## config.mk

```make
export PLATFORM = sky130hd
export DESIGN_NAME = tlapa_sqrt_cell
export DESIGN_NICKNAME = d
export VERILOG_FILES = /design/src/rtl/tlapa_pkg.sv /design/src/rtl/tlapa_sqrt_cell.sv
export SDC_FILE = /design/constraint.sdc
export NUM_CORES = 1
export LEC_CHECK = 0
export BUFFER_PORTS_ARGS = -buffer_cell sky130_fd_sc_hd__buf_4
export CAP_MARGIN = 20
export CORE_AREA = 2 2 154 156
export CTS_CLUSTER_DIAMETER = 200
export DETAILED_ROUTE_END_ITERATION = 8
export DIE_AREA = 0 0 156 158
export HOLD_SLACK_MARGIN = 0.03
export PLACE_DENSITY = 0.66
export REMOVE_ABC_BUFFERS = 1
export SLEW_MARGIN = 15
export SYNTH_ARGS = -nofsm -noshare
export SYNTH_HDL_FRONTEND = slang
export SYNTH_SLANG_ARGS = --single-unit
```

## constraint.sdc

```tcl
create_clock -name clk -period 0.8 [get_ports clk]
set_input_delay 0.16 -clock clk [delete_from_list [all_inputs] [get_ports clk]]
set_output_delay 0.16 -clock clk [all_outputs]
set_load 0.02 [all_outputs]
```

## src/rtl/tlapa_pkg.sv

```systemverilog
// Shared types and constants for the two-link arm pixel angle pipeline.
// Used by the cell modules and the top level; depends on nothing else.
package tlapa_pkg;

	localparam int DIM_W     = 13;
	localparam int COORD_W   = 12;
	localparam int COLOR_W   = 8;
	localparam int CFG_IDX_W = 2;

	localparam logic [CFG_IDX_W-1:0] REG_IMAGE_WIDTH  = 2'd0;
	localparam logic [CFG_IDX_W-1:0] REG_IMAGE_HEIGHT = 2'd1;

	// divider: one quotient bit per cell
	localparam int QUO_W = 33;
	localparam int REM_W = DIM_W;

	// coordinates, offsets and squared radius
	localparam int XY_W  = 24;
	localparam int LEN_W = 25;
	localparam int SQ_W  = 48;
	localparam int Q_W   = 29;

	// square root: two radicand bits per cell
	localparam int RAD_W  = 56;
	localparam int ROOT_W = 28;
	localparam int SREM_W = 30;

	// CORDIC
	localparam int CW           = 34;
	localparam int ZW           = 20;
	localparam int CORDIC_STEPS = 16;
	localparam int LANES        = 3;

	localparam logic signed [ZW-1:0] ATAN_TAB [CORDIC_STEPS] = '{
		20'sd51472, 20'sd30386, 20'sd16055, 20'sd8150, 20'sd4091, 20'sd2047,
		20'sd1024, 20'sd512, 20'sd256, 20'sd128, 20'sd64, 20'sd32, 20'sd16,
		20'sd8, 20'sd4, 20'sd2
	};
	localparam logic signed [ZW-1:0] QUARTER_TURN = 20'sd102944;

	typedef struct packed {
		logic [REM_W-1:0] rem;
		logic [QUO_W-1:0] nq;
	} dl_t;

	typedef struct packed {
		logic [DIM_W-1:0] w;
		dl_t              xl;
		dl_t              yl;
	} dv_t;

	typedef struct packed {
		logic                    oor;
		logic [Q_W-1:0]          q;
		logic signed [LEN_W-1:0] u;
		logic signed [LEN_W-1:0] v;
		logic [RAD_W-1:0]        rad;
		logic [SREM_W-1:0]       rem;
		logic [ROOT_W-1:0]       root;
	} sq_t;

	typedef struct packed {
		logic signed [CW-1:0] x;
		logic signed [CW-1:0] y;
		logic signed [ZW-1:0] z;
	} cl_t;

	typedef struct packed {
		logic                oor;
		cl_t [LANES-1:0]     lane;
	} cd_t;

endpackage

```

## src/rtl/tlapa_sqrt_cell.sv

```systemverilog
// One digit-by-digit square-root cell: takes two radicand bits, gives one root bit.
// Depends on tlapa_pkg.
module tlapa_sqrt_cell (
	input  logic           clk,
	input  logic           arst_n,
	input  logic           advance,
	input  logic           prev_valid,
	input  tlapa_pkg::sq_t prev,
	output logic           next_valid,
	output tlapa_pkg::sq_t next
);
	import tlapa_pkg::*;

	logic [SREM_W+1:0] t;
	logic [SREM_W+1:0] trial;
	logic              fits;
	sq_t               step;
	logic              valid_q;
	sq_t               data_q;

	always_comb begin
		t         = {prev.rem, prev.rad[RAD_W-1 -: 2]};
		trial     = (SREM_W+2)'({prev.root, 2'b01});
		fits      = (t >= trial);
		step      = prev;
		step.rem  = fits ? SREM_W'(t - trial) : SREM_W'(t);
		step.root = {prev.root[ROOT_W-2:0], fits};
		step.rad  = {prev.rad[RAD_W-3:0], 2'b00};
	end

	always_ff @(posedge clk or negedge arst_n) begin
		if (!arst_n) begin
			valid_q <= 1'b0;
		end else if (advance) begin
			valid_q <= prev_valid;
		end
	end

	always_ff @(posedge clk) begin
		if (advance) begin
			data_q <= step;
		end
	end

	assign next_valid = valid_q;
	assign next       = data_q;
endmodule

```

==> impl_metrics.json <==
{
  "clk_latency_ns": 0.44,
  "layout_commonest_cell": "buf_4",
  "drt_iter0_markers": 383,
  "post-route-util_pct": 71.2,
  "cts_max_path_buffers": 2,
  "rsz0062_at_grt": "yes",
  "cts_htree_levels": 4,
  "pre_cts_slack_ns": -1.80,
  "skew_ns": 0,
  "worst_slack_ns": -1.16,
  "hold_slack_ns": 0.0584,
  "finish.net_count": 1469,
  "cp.arrival_ns": 2.15,
  "synthesis.area_mm2": 0.00800,
  "setup_viol": 225,
  "status": "finished with violations",
  "yosys_warnings": 0,
  "final_layout_size_suffix_gt1_share_pct": 55.5,
  "antenna_left": 0,
  "cts.sinks": 193,
  "comb_power_share_pct": 28.7,
  "cts_tree": "built",
  "io_pins": 393,
  "synth-edff-count": 192,
  "synth_area_per_cell_um2": 15.1,
  "drtPass1Iterations": 5,
  "dp_cells": 1313,
  "grt_max_degree": 48,
  "num_vias": 7435,
  "cts-root-buf": "clkbuf_16",
  "slowest_delay_ns": 0.36,
  "crit_path_cell_trace": "buf_8 -> ha_4 -> buf_4 -> nand2_1 -> o21a_2 -> o221ai_4 -> a2111oi_4 -> o311ai_4 -> buf_6 -> buf_8 -> o221a_1",
  "final.setup.tns_ns": -98.58,
  "cts.clk_slew.worst_paths_ns": 0.08,
  "final_cell_mix": "299 x buf_4, 216 x buf_6, 192 x edfxtp_1",
  "total_power_mw": 30.3,
  "slowest_stage": "a2111oi_4",
  "post-route-period-util_pct": 245,
  "dp_hpwl_mm": 21.4,
  "crit_path_start_kind": "input port",
  "grt_pass1_vias": 7991,
  "maxCapViolations": 0,
  "synth.area.top_cells": "edfxtp_1 72%, ha_1 4.7%, a21oi_1 2.6%",
  "seqPwrFrac_pct": 42.0,
  "path_class": "in -> reg",
  "required_ns": 0.98,
  "powerDensity_mw_per_mm2": 1850,
  "async_reset_ff_share_pct": 0.518,
  "max_freq_ghz": 0.510,
  "yosysUniqueCellTypes": 57,
  "min_path_type": "in -> reg",
  "core_mm2": 0.0231,
  "leakage_nw": 6.93,
  "worst_pin_slew_ns": 0.525,
  "syn_to_final_growth_pct": 105,
  "antenna_found_initial": 11,
  "wl_per_cell_um": 20.9,
  "die_area_mm2": 0.0246,
  "swShare_pct": 29.9,
  "ys_ff_latch": 193,
  "p_clk_share_pct": 29.3,
  "ys_seq_area_share_pct": 72.4,
  "yosys.area.top_type_share_pct": 72.1,
  "wl_mm": 32.5,
  "start_util_pct": 34.7,
  "drv_slew": 0,
  "final_area_mm2": 0.0164,
  "hold_viol": 0,
  "drc_errors": 0,
  "final_cell_count_no_fill": 1556,
  "finalCriticalPeriod_ns": 1.96,
  "irDropWorstVdd_mv": 1.36,
  "post_drt_via_cell_ratio": 4.78,
  "synthFlopType": "edfxtp_1",
  "fp.dieH_um": 158,
  "io_buffers": 390,
  "synth_top_area_cell": "edfxtp_1",
  "num_rows": 56,
  "syn_inst": 528,
  "p_switching_mw": 9.07,
  "place_area_mm2": 0.0122,
  "numCtsBuffers": 17,
  "overflow": 0,
  "grt_pass1_wl_mm": 46.0,
  "failed_checks": "setup timing",
  "p_int_mw": 21.2,
  "cp_max_fo": 6,
  "dieWidth_um": 156,
  "crit_top_cell": "buf_8",
  "end_kind": "flop",
  "gp_congestion": 0.873,
  "grt_usage_pct": 25.2,
  "worst_slew_margin_rel_pct": 65.0
}
==> kinds of logic after synthesis <==
kind of cell,after synthesis,synth area share (%)
other,1,0.0469
AOI/OAI and AO/OA,112,9.98
buffers and inverters,52,3.05
adders and majority gates,30,4.69
muxes,1,0.141
xor gates and xnor gates,26,2.85
DFF,193,72.4
and+or+nand+nor,113,6.81
==> critical path, delay by kind of cell <==
family	cells	cell delay [ns]
simple gates	1	0.07
compound gates	5	1.10
buf+inv	4	0.55
fa+ha+maj	1	0.26
==> cell usage after synthesis, types with 4 or more instances <==
cell type,n
o21a_1,8
xor2_1,12
xnor2_1,14
a21o_1,8
a21oi_2,6
buf_4,5
edfxtp_1,192
nand3_1,7
ha_1,30
nor2_1,36
o21ai_0,12
inv_1,37
o21bai_1,4
a21oi_1,41
o21ai_1,7
nand4_1,8
nand2_1,39
buf_2,6
==> routing by layer <==
| layer | global-route usage, % | vias to the layer above | wire length, um |
|---|---|---|---|
| met3 | 7.66 | 61 | 2290 |
| met2 | 47.4 | 298 | 17900 |
| li1 | - | 3422 | - |
| met1 | 26.1 | 3654 | 11300 |
| met4 | 10.4 | 0 | 1010 |
| met5 | 0 | - | 0 |
==> registers in the layout (all words and copies together) (netlist names) <==
name        cells
next          192
next_valid      1
==> timing repair <==
item,in CTS,in global routing
endpoints found under the hold margin,168,1
hold buffers,169,1
resized for setup,310,80
setup endpoints to repair,224,225
pin swaps,51,35
buffers inserted,18,10
gates cloned,3,1
==> path summary, 6_finish.rpt <==
path | start | end | slack [ns] | cells past startpoint
setup / recovery | prev[45] | next[50] | -1.16 | 11
hold / removal | prev[36] | next[38] | 0.06 | 3
setup reg to reg | next_valid | next_valid | -0.12 | 2
hold reg to reg | next_valid | next_valid | 0.66 | 2
max in group asynchronous | arst_n | next_valid | 0.12 | 3
min in group asynchronous | arst_n | next_valid | 0.57 | 3
==> area by class of cell <==
type / count / area (um2)
Sequential cell: 193 / 5790
Inverter: 38 / 165
Multi-Input combinational cell: 284 / 2670
Timing Repair Buffer: 707 / 6790
Tap cell: 290 / 363
Clock inverter: 14 / 175
Fill cell: 1500 / 6640
Clock buffer: 18 / 429
Antenna cell: 12 / 30.0
==> power groups by stage <==
stage / Sequential (mW) / Clock, mW / Combinational [mW]
CTS: 12.7 / 8.91 / 8.19
finish: 12.7 / 8.89 / 8.69
global placement: 12.7 / 0 / 6.23
global route: 12.8 / 9.37 / 9.16
floorplan: 13.9 / 0 / 1.47
detailed placement: 12.7 / 0 / 6.30
Power figures use the tool's default switching activity.
