--- src/rtl/tlapa_pkg.sv ---
// Shared types and constants for the two-link arm pixel angle pipeline.
// Used by the cell modules and the top level; depends on nothing else.
package tlapa_pkg;

	localparam int DIM_W     = 13;
	localparam int COORD_W   = 12;
	localparam int COLOR_W   = 8;
	localparam int CFG_IDX_W = 2;

	localparam logic [CFG_IDX_W-1:0] REG_IMAGE_WIDTH  = 2'd0;
	localparam logic [CFG_IDX_W-1:0] REG_IMAGE_HEIGHT = 2'd1;

	// divider: one quotient bit per cell
	localparam int QUO_W = 33;
	localparam int REM_W = DIM_W;

	// coordinates, offsets and squared radius
	localparam int XY_W  = 24;
	localparam int LEN_W = 25;
	localparam int SQ_W  = 48;
	localparam int Q_W   = 29;

	// square root: two radicand bits per cell
	localparam int RAD_W  = 56;
	localparam int ROOT_W = 28;
	localparam int SREM_W = 30;

	// CORDIC
	localparam int CW           = 34;
	localparam int ZW           = 20;
	localparam int CORDIC_STEPS = 16;
	localparam int LANES        = 3;

	localparam logic signed [ZW-1:0] ATAN_TAB [CORDIC_STEPS] = '{
		20'sd51472, 20'sd30386, 20'sd16055, 20'sd8150, 20'sd4091, 20'sd2047,
		20'sd1024, 20'sd512, 20'sd256, 20'sd128, 20'sd64, 20'sd32, 20'sd16,
		20'sd8, 20'sd4, 20'sd2
	};
	localparam logic signed [ZW-1:0] QUARTER_TURN = 20'sd102944;

	typedef struct packed {
		logic [REM_W-1:0] rem;
		logic [QUO_W-1:0] nq;
	} dl_t;

	typedef struct packed {
		logic [DIM_W-1:0] w;
		dl_t              xl;
		dl_t              yl;
	} dv_t;

	typedef struct packed {
		logic                    oor;
		logic [Q_W-1:0]          q;
		logic signed [LEN_W-1:0] u;
		logic signed [LEN_W-1:0] v;
		logic [RAD_W-1:0]        rad;
		logic [SREM_W-1:0]       rem;
		logic [ROOT_W-1:0]       root;
	} sq_t;

	typedef struct packed {
		logic signed [CW-1:0] x;
		logic signed [CW-1:0] y;
		logic signed [ZW-1:0] z;
	} cl_t;

	typedef struct packed {
		logic                oor;
		cl_t [LANES-1:0]     lane;
	} cd_t;

endpackage

--- src/rtl/tlapa_cordic_cell.sv ---
// One CORDIC vectoring cell: a fixed-shift micro-rotation on three lanes.
// Depends on tlapa_pkg.
module tlapa_cordic_cell #(
	parameter int STEP = 0
) (
	input  logic           clk,
	input  logic           arst_n,
	input  logic           advance,
	input  logic           prev_valid,
	input  tlapa_pkg::cd_t prev,
	output logic           next_valid,
	output tlapa_pkg::cd_t next
);
	import tlapa_pkg::*;

	// x moves by the shifted y and y moves by the shifted x
	function automatic cl_t rotate(input cl_t l);
		logic signed [CW-1:0] dx;
		logic signed [CW-1:0] dy;
		cl_t                  r;
		dx = l.y >>> STEP;
		dy = l.x >>> STEP;
		if (!l.y[CW-1]) begin
			r.x = l.x + dx;
			r.y = l.y - dy;
			r.z = l.z + ATAN_TAB[STEP];
		end else begin
			r.x = l.x - dx;
			r.y = l.y + dy;
			r.z = l.z - ATAN_TAB[STEP];
		end
		return r;
	endfunction

	cd_t  step;
	logic valid_q;
	cd_t  data_q;

	always_comb begin
		step = prev;
		for (int k = 0; k < LANES; k++) begin
			step.lane[k] = rotate(prev.lane[k]);
		end
	end

	always_ff @(posedge clk or negedge arst_n) begin
		if (!arst_n) begin
			valid_q <= 1'b0;
		end else if (advance) begin
			valid_q <= prev_valid;
		end
	end

	always_ff @(posedge clk) begin
		if (advance) begin
			data_q <= step;
		end
	end

	assign next_valid = valid_q;
	assign next       = data_q;
endmodule

--- config.mk ---
export PLATFORM = sky130hd
export DESIGN_NAME = tlapa_cordic_cell
export DESIGN_NICKNAME = d
export VERILOG_FILES = /design/src/rtl/tlapa_pkg.sv /design/src/rtl/tlapa_cordic_cell.sv
export SDC_FILE = /design/constraint.sdc
export NUM_CORES = 1
export LEC_CHECK = 0
export BUFFER_PORTS_ARGS = -buffer_cell sky130_fd_sc_hd__buf_2
export CAP_MARGIN = 40
export CELL_PAD_IN_SITES_DETAIL_PLACEMENT = 1
export CELL_PAD_IN_SITES_GLOBAL_PLACEMENT = 1
export CORE_MARGIN = 5
export CORE_UTILIZATION = 46
export CTS_BUF_LIST = sky130_fd_sc_hd__clkbuf_8 sky130_fd_sc_hd__clkbuf_16
export DETAILED_ROUTE_END_ITERATION = 6
export PLACE_DENSITY_LB_ADDON = 0.1
export SYNTH_ARGS = -nofsm -noshare
export SYNTH_HDL_FRONTEND = slang
export SYNTH_SLANG_ARGS = --single-unit
--- constraint.sdc ---
create_clock -name clk -period 1.65 [get_ports clk]
set_clock_uncertainty 0.1 [all_clocks]
set_input_delay 0.2475 -clock clk [delete_from_list [all_inputs] [get_ports clk]]
set_output_delay 0.2475 -clock clk [all_outputs]
set_load 0.05 [all_outputs]
==> results of run 1 <==
==> cells by family after synthesis <==
group	synth area share
XOR/XNOR	0.0758
AO/OA/AOI/OAI	0.237
AND/OR/NAND/NOR	0.126
flip-flops	0.300
adder cells (fa/ha/maj)	0.172
multiplexers	0.0217
buffers and inverters	0.0687
==> per-stage QoR <==
stage          utilization  area, um^2  hold slack [ns]
2_1_floorplan            -       28300           -0.148
3_3_place_gp         0.680       38500          -0.0767
3_5_place_dp         0.680       38500          -0.0768
==> impl_results.md, run 1 <==
* Library cells used by synthesis at 83
* Post-synth top area share at 0.299
* CTS H-tree lvls at 2
* Hold-fix buffers, CTS at 25
* I/O pin cnt at 535
* # rows at 87
* Largest area contributor in the netlist: edfxtp_1
* Pre-CTS WS at -1.97 ns
* CTS Buf Count at 36
* GP Congestion at 0.999
* Post-Place Cells at 5186
* I/O Buffers at 534
* Synth Flop Type: edfxtp_1
* Initial Util at 0.465
* Error: [ERROR DPL-0033] detailed placement checks failed during check placement.
* Commonest cells post-synth: a21oi_1, ha_1, inv_1, edfxtp_1, nor2_1
* Post-DP HPWL at between 100 and 150 mm
* FF+latch count, synth at 263
* Syn Inst Count at 3060
* Die outline width at 249 um
* Post-synthesis cell area at 0.0263 mm^2
* Root Buffer: clkbuf_16
* Sink Count at 263
* Most frequent cell after synthesis: a21oi_1
* Fail Step: clock tree synthesis
* Syn nets at 3683
* YS warnings at 0
* Mean area per synthesized cell at 8.61 um^2
* Register area share after synthesis at 0.300
* Number of synthesized flops with an enable pin at 262
* Post-CTS resize count at 986
* Die height at approximately 250 um
* Async S/R FF share, synth at 0.00380
* Post-CTS setup buffer count at 204
* Outcome: aborted with a tool error
* Area contributors post-synth: edfxtp_1, ha_1, a21oi_1, xnor2_1, inv_1
* Max Root-Sink Buffers at 3
==> run 2: changes to the inputs <==
Settings changed: CELL_PAD_IN_SITES_DETAIL_PLACEMENT 1 to not set, CELL_PAD_IN_SITES_GLOBAL_PLACEMENT 1 to not set, CORE_UTILIZATION 46 to 40, CTS_BUF_LIST sky130_fd_sc_hd__clkbuf_8 sky130_fd_sc_hd__clkbuf_16 to not set, PLACE_DENSITY_LB_ADDON 0.1 to 0.15.
==> impl_results.md, run 2 <==
* CTS tree: done
* Setup crit start: prev[20]
* I/O Buffers at 534 (unchanged)
* Overflow after GRT at 0
* CTS H-tree lvls at 2 (unchanged)
* First-pass GRT wire length at ~160 mm
* Core area at 0.0655 mm^2
* Die height at 267 um (was 249 um)
* Number of vias per cell at 5.33
* Mux cell area share after synthesis at 0.0217 (unchanged)
* Syn Inst Count at 3060 (unchanged)
* Largest family of logic cells by synthesized area: compound AO/OA/AOI/OAI gates (unchanged)
* WHS at 0.0404 ns
* R2r setup slk at 0.81 ns
* Number of synthesized flops with an enable pin at 262 (unchanged)
* Pin count of the biggest net entering global routing at 65
* Fmax at between 0.3 and 0.4 GHz
* Crit path largest cell delay at 0.52 ns
* Post-synth top area share at 0.299 (unchanged)
* Post-route setup slack at -1.19 ns
* Area contributors post-synth: edfxtp_1, ha_1, a21oi_1, xnor2_1, inv_1 (unchanged)
* Most common cell after layout, fill and taps aside: buf_4
* Sw Ratio at 0.416
* Worst path required time at 1.85 ns
* Reg power frac at 0.245
* Clock group share of total power at 0.220
* Final Critical Period at 2.84 ns
* Post-Place Cells at 5340 (was 5186)
* Post-synthesis xor/xnor area fraction at 0.0758 (unchanged)
* Max Root-Sink Buffers at 3 (unchanged)
* Worst skew pair latency at around 0.56 ns
* Critical-path top delay cell: or4b_4
* Register area at 0.00789 mm^2
* Endpoints failing hold at 0
* RSZ-0062 raised after global routing: true
* I/O pin cnt at 535 (unchanged)
* Multi-input logic area at 0.0213 mm^2
* Synth Flop Type: edfxtp_1 (unchanged)
* Outcome: finished, violations left (was aborted with a tool error)
* VDD IR max at 0.000828 V
* WHS Path Cells at 3
* Async S/R FF share, synth at 0.00380 (unchanged)
* Remaining antenna violation count at 0
* Most frequent cell after synthesis: a21oi_1 (unchanged)
* Adder-cell share of the synthesized area at 0.172 (unchanged)
* Share of cells above drive strength 1 at 0.526
* Final nets at 5330
* Register area share after synthesis at 0.300 (unchanged)
* Initial antenna violation count at 24
* Tcrit/Tclk final at 1.72
* Drt wl/cell at 20.2 um
* Post-synthesis cell area at 0.0263 mm^2 (unchanged)
* FILL cells at 4902
* Hold wc startpoint: prev[180]
* Origin of the critical flop-to-flop path: next_valid
* CP Cell Sequence: buf_8, ha_4, fa_2, nor2b_4, o21ai_4, a211oi_4, or4b_4, a311oi_4, nor4_2, o31a_1, o221a_1, a32oi_1, o31ai_1
* Vias in the first global route at 29700
* Compound-Gate Fraction of Synth Area at 0.237 (unchanged)
* GP Congestion at 0.964 (was 0.999)
* Rel. slew slack at 0.465
* Sink Count at 263 (unchanged)
* Slew Limit Fails at 0
* # DRC at 0
* Die outline width at 267 um (was 249 um)
* Root Buffer: clkbuf_16 (unchanged)
* Syn nets at 3683 (unchanged)
* Static power due to leakage at 21.3 nW
* FF+latch count, synth at 263 (unchanged)
* Max FFs per register at about 260
* Drt first pass iters at 5
* CP Capture Type: register
* Failing checks: setup timing
* Synth-to-layout area growth at 75.1%
* Worst Path Max Fanout at 3
* Library cells used by synthesis at 83 (unchanged)
* Logic pwr share at 0.535
* Final setup viols at 194
* Reg clk slew, reported paths at 0.06 ns
* Final std cells w/o fill at 5612
* PwrDens at 816 mW/mm^2
* FF-to-FF path depth at 1
* P_sw at 0.0157 W
* Max Cap Viol at 0
* Hold Crit Class: in2reg
* Post-synthesis simple-gate area fraction at 0.126 (unchanged)
* Largest area contributor in the netlist: edfxtp_1 (unchanged)
* Post-DP HPWL at 85.2 mm (was 116 mm)
* Commonest cells post-synth: a21oi_1, ha_1, inv_1, edfxtp_1, nor2_1 (unchanged)
* CTS Buf Count at 36 (unchanged)
* Routed Wire Length at 114 mm
* Data arrival, critical path at between 3 and 4 ns
* Initial Util at 0.402 (was 0.465)
* # rows at 94 (was 87)
* CP Launch Type: input port
* Worst-Margin Slew at around 0.8 ns
* Mean area per synthesized cell at 8.61 um^2 (unchanged)
* YS warnings at 0 (unchanged)
* Via Count at between 20000 and 30000
* Die area at slightly above 0.07 mm^2
* GR Util All Layers at 0.291
* Most frequent cells in the layout: buf_4, buf_2, inv_1
* WS Path Type: in2reg
* Internal Power at 0.0220 W
* DR iter-0 viols at roughly 2200
## run 2: cell counts after synthesis
No cell type changed its count.
## run 2: worst paths after layout
| kind | end |
|---|---|
| setup / recovery | next[86] |
| hold / removal | next[180] |
| setup reg to reg | next_valid |
| hold reg to reg | next_valid |
| max in group asynchronous | next_valid |
| min in group asynchronous | next_valid |
## run 2: critical path, delay by kind of cell
kind | cells | cell delay (ns)
adders and majority gates | 2 | 0.53
AOI/OAI and AO/OA | 7 | 1.38
and+or+nand+nor | 3 | 0.76
buffers and inverters | 1 | 0.11
## run 2: cell families after synthesis
group | count (synthesis)
DFF | 263
xor gates and xnor gates | 228
and+or+nand+nor | 697
muxes | 57
buffers and inverters | 469
adders and majority gates | 354
AOI/OAI and AO/OA | 992
## run 2: metrics by stage
stage / setup slack [ns] / setup TNS (ns) / instance area (um^2) / utilization / total power [W]
4_1_cts: -1.14 / -100.12 / 44100 / 0.674 / 0.0364
6_report: -1.19 / -118.70 / 46100 / 0.704 / 0.0377
3_5_place_dp: -1.81 / -257.70 / 39000 / 0.595 / 0.0262
3_3_place_gp: -1.77 / -254.27 / 39000 / 0.595 / 0.0261
2_1_floorplan: -1.46 / -136.89 / 28300 / - / 0.0195
5_1_grt: -1.24 / -129.55 / 46100 / 0.704 / 0.0392
## run 2: power by group through the flow
stage / logic (W) / clock network, W / registers, W
6_report: 0.0202 / 0.00828 / 0.00922
5_1_grt: 0.0212 / 0.00875 / 0.00930
4_1_cts: 0.0188 / 0.00842 / 0.00922
3_5_place_dp: 0.0169 / 0 / 0.00933
3_3_place_gp: 0.0168 / 0 / 0.00933
2_1_floorplan: 0.00637 / 0 / 0.0131
## run 2: repair_timing
item / 4_1_cts / 5_1_grt
hold buffers: 26 / 0
endpoints found under the setup margin: 199 / 200
hold endpoints to repair: 33 / 0
resized for setup: 654 / 310
cloned: 0 / 1
pin swaps: 352 / 264
buffers inserted: 118 / 95
## run 2: cell type report
class | instances | share of cell area
Antenna cell | 15 | 0.000814
Inverter | 342 | 0.0335
Sequential cell | 263 | 0.171
Clock inverter | 23 | 0.00599
Tap cell | 864 | 0.0234
Timing Repair Buffer | 1736 | 0.282
Clock buffer | 41 | 0.0204
Multi-Input combinational cell | 2328 | 0.462
## run 2: metal layers
metal | GRT usage | wire length [um]
met1 | 0.373 | 46100
met2 | 0.493 | 54500
met3 | 0.0599 | 8590
met4 | 0.0909 | 4210
met5 | 0 | 86
Power figures use the tool's default switching activity.
