--- src/rtl/tlapa_pkg.sv ---
// Shared types and constants for the two-link arm pixel angle pipeline.
// Used by the cell modules and the top level; depends on nothing else.
package tlapa_pkg;

	localparam int DIM_W     = 13;
	localparam int COORD_W   = 12;
	localparam int COLOR_W   = 8;
	localparam int CFG_IDX_W = 2;

	localparam logic [CFG_IDX_W-1:0] REG_IMAGE_WIDTH  = 2'd0;
	localparam logic [CFG_IDX_W-1:0] REG_IMAGE_HEIGHT = 2'd1;

	// divider: one quotient bit per cell
	localparam int QUO_W = 33;
	localparam int REM_W = DIM_W;

	// coordinates, offsets and squared radius
	localparam int XY_W  = 24;
	localparam int LEN_W = 25;
	localparam int SQ_W  = 48;
	localparam int Q_W   = 29;

	// square root: two radicand bits per cell
	localparam int RAD_W  = 56;
	localparam int ROOT_W = 28;
	localparam int SREM_W = 30;

	// CORDIC
	localparam int CW           = 34;
	localparam int ZW           = 20;
	localparam int CORDIC_STEPS = 16;
	localparam int LANES        = 3;

	localparam logic signed [ZW-1:0] ATAN_TAB [CORDIC_STEPS] = '{
		20'sd51472, 20'sd30386, 20'sd16055, 20'sd8150, 20'sd4091, 20'sd2047,
		20'sd1024, 20'sd512, 20'sd256, 20'sd128, 20'sd64, 20'sd32, 20'sd16,
		20'sd8, 20'sd4, 20'sd2
	};
	localparam logic signed [ZW-1:0] QUARTER_TURN = 20'sd102944;

	typedef struct packed {
		logic [REM_W-1:0] rem;
		logic [QUO_W-1:0] nq;
	} dl_t;

	typedef struct packed {
		logic [DIM_W-1:0] w;
		dl_t              xl;
		dl_t              yl;
	} dv_t;

	typedef struct packed {
		logic                    oor;
		logic [Q_W-1:0]          q;
		logic signed [LEN_W-1:0] u;
		logic signed [LEN_W-1:0] v;
		logic [RAD_W-1:0]        rad;
		logic [SREM_W-1:0]       rem;
		logic [ROOT_W-1:0]       root;
	} sq_t;

	typedef struct packed {
		logic signed [CW-1:0] x;
		logic signed [CW-1:0] y;
		logic signed [ZW-1:0] z;
	} cl_t;

	typedef struct packed {
		logic                oor;
		cl_t [LANES-1:0]     lane;
	} cd_t;

endpackage

--- src/rtl/tlapa_div_cell.sv ---
// One restoring-divider cell: resolves one quotient bit for both coordinates.
// Depends on tlapa_pkg.
module tlapa_div_cell (
	input  logic           clk,
	input  logic           arst_n,
	input  logic           advance,
	input  logic           prev_valid,
	input  tlapa_pkg::dv_t prev,
	output logic           next_valid,
	output tlapa_pkg::dv_t next
);
	import tlapa_pkg::*;

	function automatic dl_t div_step(input dl_t l, input logic [DIM_W-1:0] d);
		logic [REM_W:0] t;
		logic           fits;
		dl_t            r;
		t      = {l.rem, l.nq[QUO_W-1]};
		fits   = (t >= {1'b0, d});
		r.nq   = {l.nq[QUO_W-2:0], fits};
		r.rem  = fits ? REM_W'(t - {1'b0, d}) : t[REM_W-1:0];
		return r;
	endfunction

	dv_t  step;
	logic valid_q;
	dv_t  data_q;

	always_comb begin
		step    = prev;
		step.xl = div_step(prev.xl, prev.w);
		step.yl = div_step(prev.yl, prev.w);
	end

	always_ff @(posedge clk or negedge arst_n) begin
		if (!arst_n) begin
			valid_q <= 1'b0;
		end else if (advance) begin
			valid_q <= prev_valid;
		end
	end

	always_ff @(posedge clk) begin
		if (advance) begin
			data_q <= step;
		end
	end

	assign next_valid = valid_q;
	assign next       = data_q;
endmodule

--- config.mk ---
export PLATFORM = sky130hd
export DESIGN_NAME = tlapa_div_cell
export DESIGN_NICKNAME = d
export VERILOG_FILES = /design/src/rtl/tlapa_pkg.sv /design/src/rtl/tlapa_div_cell.sv
export SDC_FILE = /design/constraint.sdc
export NUM_CORES = 1
export LEC_CHECK = 0
export ABC_AREA = 1
export BUFFER_PORTS_ARGS = -buffer_cell sky130_fd_sc_hd__buf_2
export CAP_MARGIN = 20
export CORE_MARGIN = 2
export CORE_UTILIZATION = 30
export CTS_CLUSTER_SIZE = 28
export DETAILED_ROUTE_END_ITERATION = 8
export GPL_ROUTABILITY_DRIVEN = 1
export PLACE_DENSITY = 0.57
export SYNTH_ARGS = -nofsm -noshare
export SYNTH_HDL_FRONTEND = slang
export SYNTH_SLANG_ARGS = --single-unit
--- constraint.sdc ---
create_clock -name clk -period 0.9 [get_ports clk]
set_input_delay 0.09 -clock clk [delete_from_list [all_inputs] [get_ports clk]]
set_output_delay 0.09 -clock clk [all_outputs]
set_load 0.05 [all_outputs]
==> impl_results.md, run 1 <==
- Vias: 4939
- Slew margin rel.: 0.833
- Max Cap Viol: 0
- CTS tree: done
- Total global routing overflow: 0
- RSZ-0062 raised after global routing: true
- Worst-margin pin slew: 249 ps
- Hold Path Class: input port to asynchronous set/reset pin
- Chip Width: 138 µm
- Final Setup Violations: 135
- #FFs+latches synth: 106
- Clock transition at the registers of the reported paths: 80 ps
- Core footprint: 17800 µm²
- Setup Skew: 0 ps
- Area Growth Syn to Fin: 79.9%
- Synthesized area: 5420 µm²
- Largest net degree at the start of global routing: 36
- DP Wirelength: 12.7 mm
- Critical path type: input port to flop
- Final hold vios: 0
- Initial antenna violation count: 0
- Minimum clock period: 1330 ps
- Max-slew violations: 0
- Total Wirelength: 17.6 mm
- Final routed DRC violation total: 0
- H-tree depth: 3
- Fillers: 1532
- IO Count: 215
- Die H: 138 µm
- Iter 0 DRT Violations: 225
- TritonRoute pass-1 iters: 5
- Fin util: 0.546
- Antenna diodes: 0
- Vias in the first global route: 5098
- Min Hold Slack: 46.2 ps
- Place WS: -1060 ps
- Mapped Cells: 525
- Failing checks: setup timing
- Layout cell share with drive strength beyond 1: 0.470
- Post-synthesis cell type count: 25
- Worst setup EP type: flop
- Gp weighted congestion: 0.819
- Maximum VDD drop: 0.965 mV
- Seq/Total Area, Yosys: 0.587
- CP Data Arrival Time: 1450 ps
- Syn nets: 662
- Initial Util: 0.304
- Worst-skew pair later-pin latency: 350 ps
- Warnings, synthesis: 0
- PD cells: 1630 nW/µm²
- CP Max Fanout: 5
- Total design power: 15900 µW
- Drt via density: 4.31
- Setup TNS Final: -21900 ps
- Tot GR Track Use: 0.184
- Global-route wire length before repair: 27.6 mm
- Syn Area/Cell: 10.3 µm²
- Rows: 49
- PortBufs: 214
- CTS Sinks: 106
- Leakage: 0.00460 µW
- Num CTS Buffers: 9
- Fin nets: 1049
- CTS max path bufs: 2
- Crit path launch type: input port
- Outcome: finished, violations left
- Root Driver: clkbuf_16
- Setup ws final: -434 ps
- Routed WL per cell: 15.4 µm
- Final Cycle Share: 1.48
- ANT nets after route: 0
- Max Fclk: 0.750 GHz
- Critical Path RT: 1020 ps
- Die area: 19200 µm²
[kinds of logic after synthesis]
kind of cell / count (synthesis) / share of synthesized area
xor+xnor: 12 / 0.0194
fa+ha+maj: 28 / 0.0674
flops: 106 / 0.587
buf+inv: 108 / 0.0808
mux: 1 / 0.00208
compound gates: 22 / 0.0259
simple gates: 248 / 0.218
[sequential cells by signal, summed over array words and instances, names as in the netlist]
signal	cells
next	105
next_valid	1
[power by group]
part / internal [µW] / switching, µW / total [µW] / leakage, µW
registers: 6010 / 230 / 6240 / 0.00104
logic: 2330 / 3340 / 5670 / 0.00342
clock network: 1950 / 2000 / 3960 / 0.000141
[critical path, cell delays in order]
cell	delay [ps]
buf_12	110
inv_12	40
ha_4	130
inv_4	30
fa_2	330
nand2_1	70
nand2_1	60
nand3_2	60
nand2_2	70
nand2_4	140
nand3_4	160
nand2_2	110
o21ai_2	50
[metrics by stage]
step                cell area (µm²)  std cells
global placement               7440       1040
global route                   9750       1146
finish                         9750       1146
detailed placement             7440       1040
floorplan                      5500        525
CTS                            9640       1145
[synth_stat cells]
cell      number  area [µm²]
inv_1        102         383
o21ai_1       12        60.1
buf_2          2        10.0
and2_2         1        7.51
o21ai_2        2        17.5
nand2_2        6        37.5
nand3_2       10         100
mux2_2         1        11.3
a21oi_1        6        30.0
nor2_1        16        60.1
and2_4         1        8.76
xor2_1        12         105
nor2_4         2        22.5
fa_1           2        40.0
a21oi_4        2        32.5
ha_1          26         325
buf_6          4        45.0
nand4_1       20         125
nand2_4        2        22.5
edfxtp_1     105        3150
dfrtp_1        1        25.0
nand4_4        2        42.5
nand3_1       26         130
nor2_2         6        37.5
nand2_1      156         586
[placed cells by master, fill, tap and decap left out, types with 2 or more instances in the layout]
cell             n
dlygate4sd3_1   77
inv_12           2
nand4_4          2
nor2_2           6
nand2_1        133
buf_2           99
nand2_2         27
nand3_2         15
a21oi_4          2
o21ai_2          5
inv_6            2
ha_4            20
nand3_4          7
nand4_1         20
nand3_1         17
fa_2             2
inv_2            7
nand2_4          4
ha_1             6
edfxtp_1       105
inv_8            2
clkinv_4         2
inv_1           86
nor2_4           4
a21oi_1          6
inv_4            7
buf_4           86
xor2_1          12
buf_6          110
nor2_1          14
buf_12           6
clkbuf_16        9
o21ai_1          9
[worst paths after layout]
kind                                         from                     end  slack [ps]  cells after the start
setup / recovery                         prev[32]      next[35]$_DFFE_PP_        -430                     13
hold / removal                             arst_n  next_valid$_DFFE_PN0P_          50                      2
setup reg to reg           next_valid$_DFFE_PN0P_  next_valid$_DFFE_PN0P_         -10                      2
hold reg to reg            next_valid$_DFFE_PN0P_  next_valid$_DFFE_PN0P_         630                      2
max in group asynchronous                  arst_n  next_valid$_DFFE_PN0P_         760                      2
min in group clk                        prev[100]     next[100]$_DFFE_PP_          50                      2
[routing by layer]
layer  global-route usage  vias to the layer above  routed length, µm
li1                     -                     2508                  -
met1                0.229                     2241               7410
met2                0.322                      169               8830
met3               0.0478                       21               1120
met4               0.0435                        0                285
met5                    0                        -                  0
[cell type report]
cell class	count	area [µm²]	area share
timing repair buffer	379	3290	0.337
tap	229	287	0.0294
clock inverter	6	57.6	0.00591
multi-input combinational	314	2280	0.234
clock buffer	10	229	0.0235
sequential	106	3180	0.326
inverter	102	425	0.0437
[repair_timing]
item,CTS,global route
hold buffers,77,0
cloned,3,0
resized for setup,285,24
endpoints found under the setup margin,134,135
setup buffers,9,1
endpoints found under the hold margin,77,0
pin swaps,27,8
No activity file was read; power rests on OpenSTA's default activity.
==> inputs of run 2 (changes only) <==
--- a/config.mk
+++ b/config.mk
@@ -7,12 +7,11 @@
 export LEC_CHECK = 0
 export ABC_AREA = 1
 export BUFFER_PORTS_ARGS = -buffer_cell sky130_fd_sc_hd__buf_2
-export CAP_MARGIN = 20
 export CORE_MARGIN = 2
 export CORE_UTILIZATION = 30
 export CTS_CLUSTER_SIZE = 28
 export DETAILED_ROUTE_END_ITERATION = 8
-export GPL_ROUTABILITY_DRIVEN = 1
+export GPL_TIMING_DRIVEN = 0
 export PLACE_DENSITY = 0.57
 export SYNTH_ARGS = -nofsm -noshare
 export SYNTH_HDL_FRONTEND = slang
==> impl_results.md, run 2 (synthesized netlist as in run 1, its figures left out) <==
- Drt via density: 4.40
- Setup ws final: -459 ps
- Psw: 5490 µW
- Net Sw Frac: 0.345
- Setup Skew: 0 ps
- Worst-skew pair later-pin latency: 350 ps
- Leakage: 0.00434 µW
- Root Driver: clkbuf_16
- Vias in the first global route: 4815
- Max-slew violations: 0
- Failing checks: setup timing
- Global-route wire length before repair: 26.2 mm
- Final hold vios: 0
- RSZ-0062 raised after global routing: true
- Logic pwr share: 0.347
- Final Cycle Share: 1.51
- DP Wirelength: 11.9 mm
- Fin cells: 1086
- Initial Util: 0.304
- Iter 0 DRT Violations: 279
- Largest net degree at the start of global routing: 42
- Critical Path RT: 1010 ps
- Reg-to-reg startpoint: next_valid$_DFFE_PN0P_
- Minimum clock period: 1360 ps
- Crit path launch type: input port
- CP Max Fanout: 5
- Total Wirelength: 17.0 mm
- Worst Setup SP: prev[101]
- PD cells: 1690 nW/µm²
- CP Data Arrival Time: 1470 ps
- Most common cell after layout, fill and taps aside: nand2_1
- Final Setup Violations: 134
- Int Pwr: 10400 µW
- Commonest cells after routing, fill and taps aside: nand2_1 (131), buf_6 (111), edfxtp_1 (105)
- Slew margin rel.: 0.702
- Hold Path Class: input port to asynchronous set/reset pin
- Fin util: 0.528
- Die area: 19200 µm²
- CTS tree: done
- Die H: 138 µm
- H-tree depth: 3
- Routed WL per cell: 15.7 µm
- ANT nets after route: 0
- Gp weighted congestion: 0.831
- Num CTS Buffers: 9
- Final routed DRC violation total: 0
- Max Cap Viol: 0
- Worst-margin pin slew: 447 ps
- Fin nets: 988
- Max Fclk: 0.736 GHz
- Rows: 49
- Max reg flops: 105
- Place WS: -1150 ps
- Maximum VDD drop: 1.05 mV
- Worst setup EP type: flop
- CTS max path bufs: 2
- Dpl cells: 969
- CTS Sinks: 106
- Clock transition at the registers of the reported paths: 80 ps
- Layout cell share with drive strength beyond 1: 0.435
- IO Count: 215
- PortBufs: 214
- Core footprint: 17800 µm²
- Area Growth Syn to Fin: 73.8%
- TritonRoute pass-1 iters: 4
- Total global routing overflow: 0
- Tot GR Track Use: 0.175
- Clk network pwr share: 0.261
- Outcome: finished, violations left
- Initial antenna violation count: 1
- Vias: 4773
- Share of power burned in registers: 0.392
- Critical path type: input port to flop
- Chip Width: 138 µm
## run 2: stage by stage
stage	hold slack [ps]	TNS, ps	total power (µW)	area (µm²)
after floorplan	-206	-19850	9160	5500
after global placement	-134	-181310	10300	6860
after detailed placement	-133	-61570	10300	6890
after CTS	-57.1	-23650	15900	9260
after global routing	71.9	-27820	16600	9410
final	72.8	-22160	15900	9410
## run 2: cell type report
| cell class | count | area, µm² |
|---|---|---|
| Fill cell | 1509 | 8430 |
| Tap cell | 229 | 287 |
| Timing Repair Buffer | 315 | 2830 |
| Inverter | 102 | 429 |
| Clock buffer | 9 | 225 |
| Antenna cell | 1 | 2.50 |
| Multi-Input combinational cell | 311 | 2310 |
| Buffer | 6 | 75.1 |
| Sequential cell | 106 | 3180 |
| Clock inverter | 7 | 83.8 |
## run 2: final timing paths
path                                           to  slack (ps)  cells past startpoint
min in group clk               next[33]$_DFFE_PP_         100                      3
max in group asynchronous  next_valid$_DFFE_PN0P_         730                      2
min                        next_valid$_DFFE_PN0P_          70                      2
max                            next[88]$_DFFE_PP_        -460                     12
max reg2reg                next_valid$_DFFE_PN0P_         120                      1
min reg2reg                next_valid$_DFFE_PN0P_         540                      1
## run 2: power groups by stage
stage | Clock (µW) | Combinational (µW) | Sequential [µW]
after floorplan | 0 | 1250 | 7920
after global placement | 0 | 4070 | 6210
after detailed placement | 0 | 4090 | 6210
after CTS | 4320 | 5400 | 6230
after global routing | 4490 | 5860 | 6280
final | 4160 | 5520 | 6230
## run 2: routing by layer
metal | routed length, µm | global-route usage | vias to the layer above
met2 | 8530 | 0.311 | 184
met5 | 0 | 0 | -
li1 | - | - | 2378
met4 | 191 | 0.0403 | 0
met1 | 7150 | 0.216 | 2198
met3 | 1150 | 0.0430 | 13
## run 2: critical path, stage by stage
cell	delay, ps
buf_2	130
inv_4	90
ha_4	220
nand2_4	100
inv_1	40
nand2_1	60
nand2_1	90
a21oi_4	180
nand3_4	150
buf_8	180
nand3_4	60
nand2_2	50
## run 2: timing repair
action / 4_1_cts / 5_1_grt
setup buffers: 13 / 4
endpoints found under the setup margin: 201 / 134
gates cloned: 3 / 1
pin swaps: 16 / 9
resized for setup: 308 / 21
hold endpoints to repair: 78 / 2
hold buffers: 77 / 2
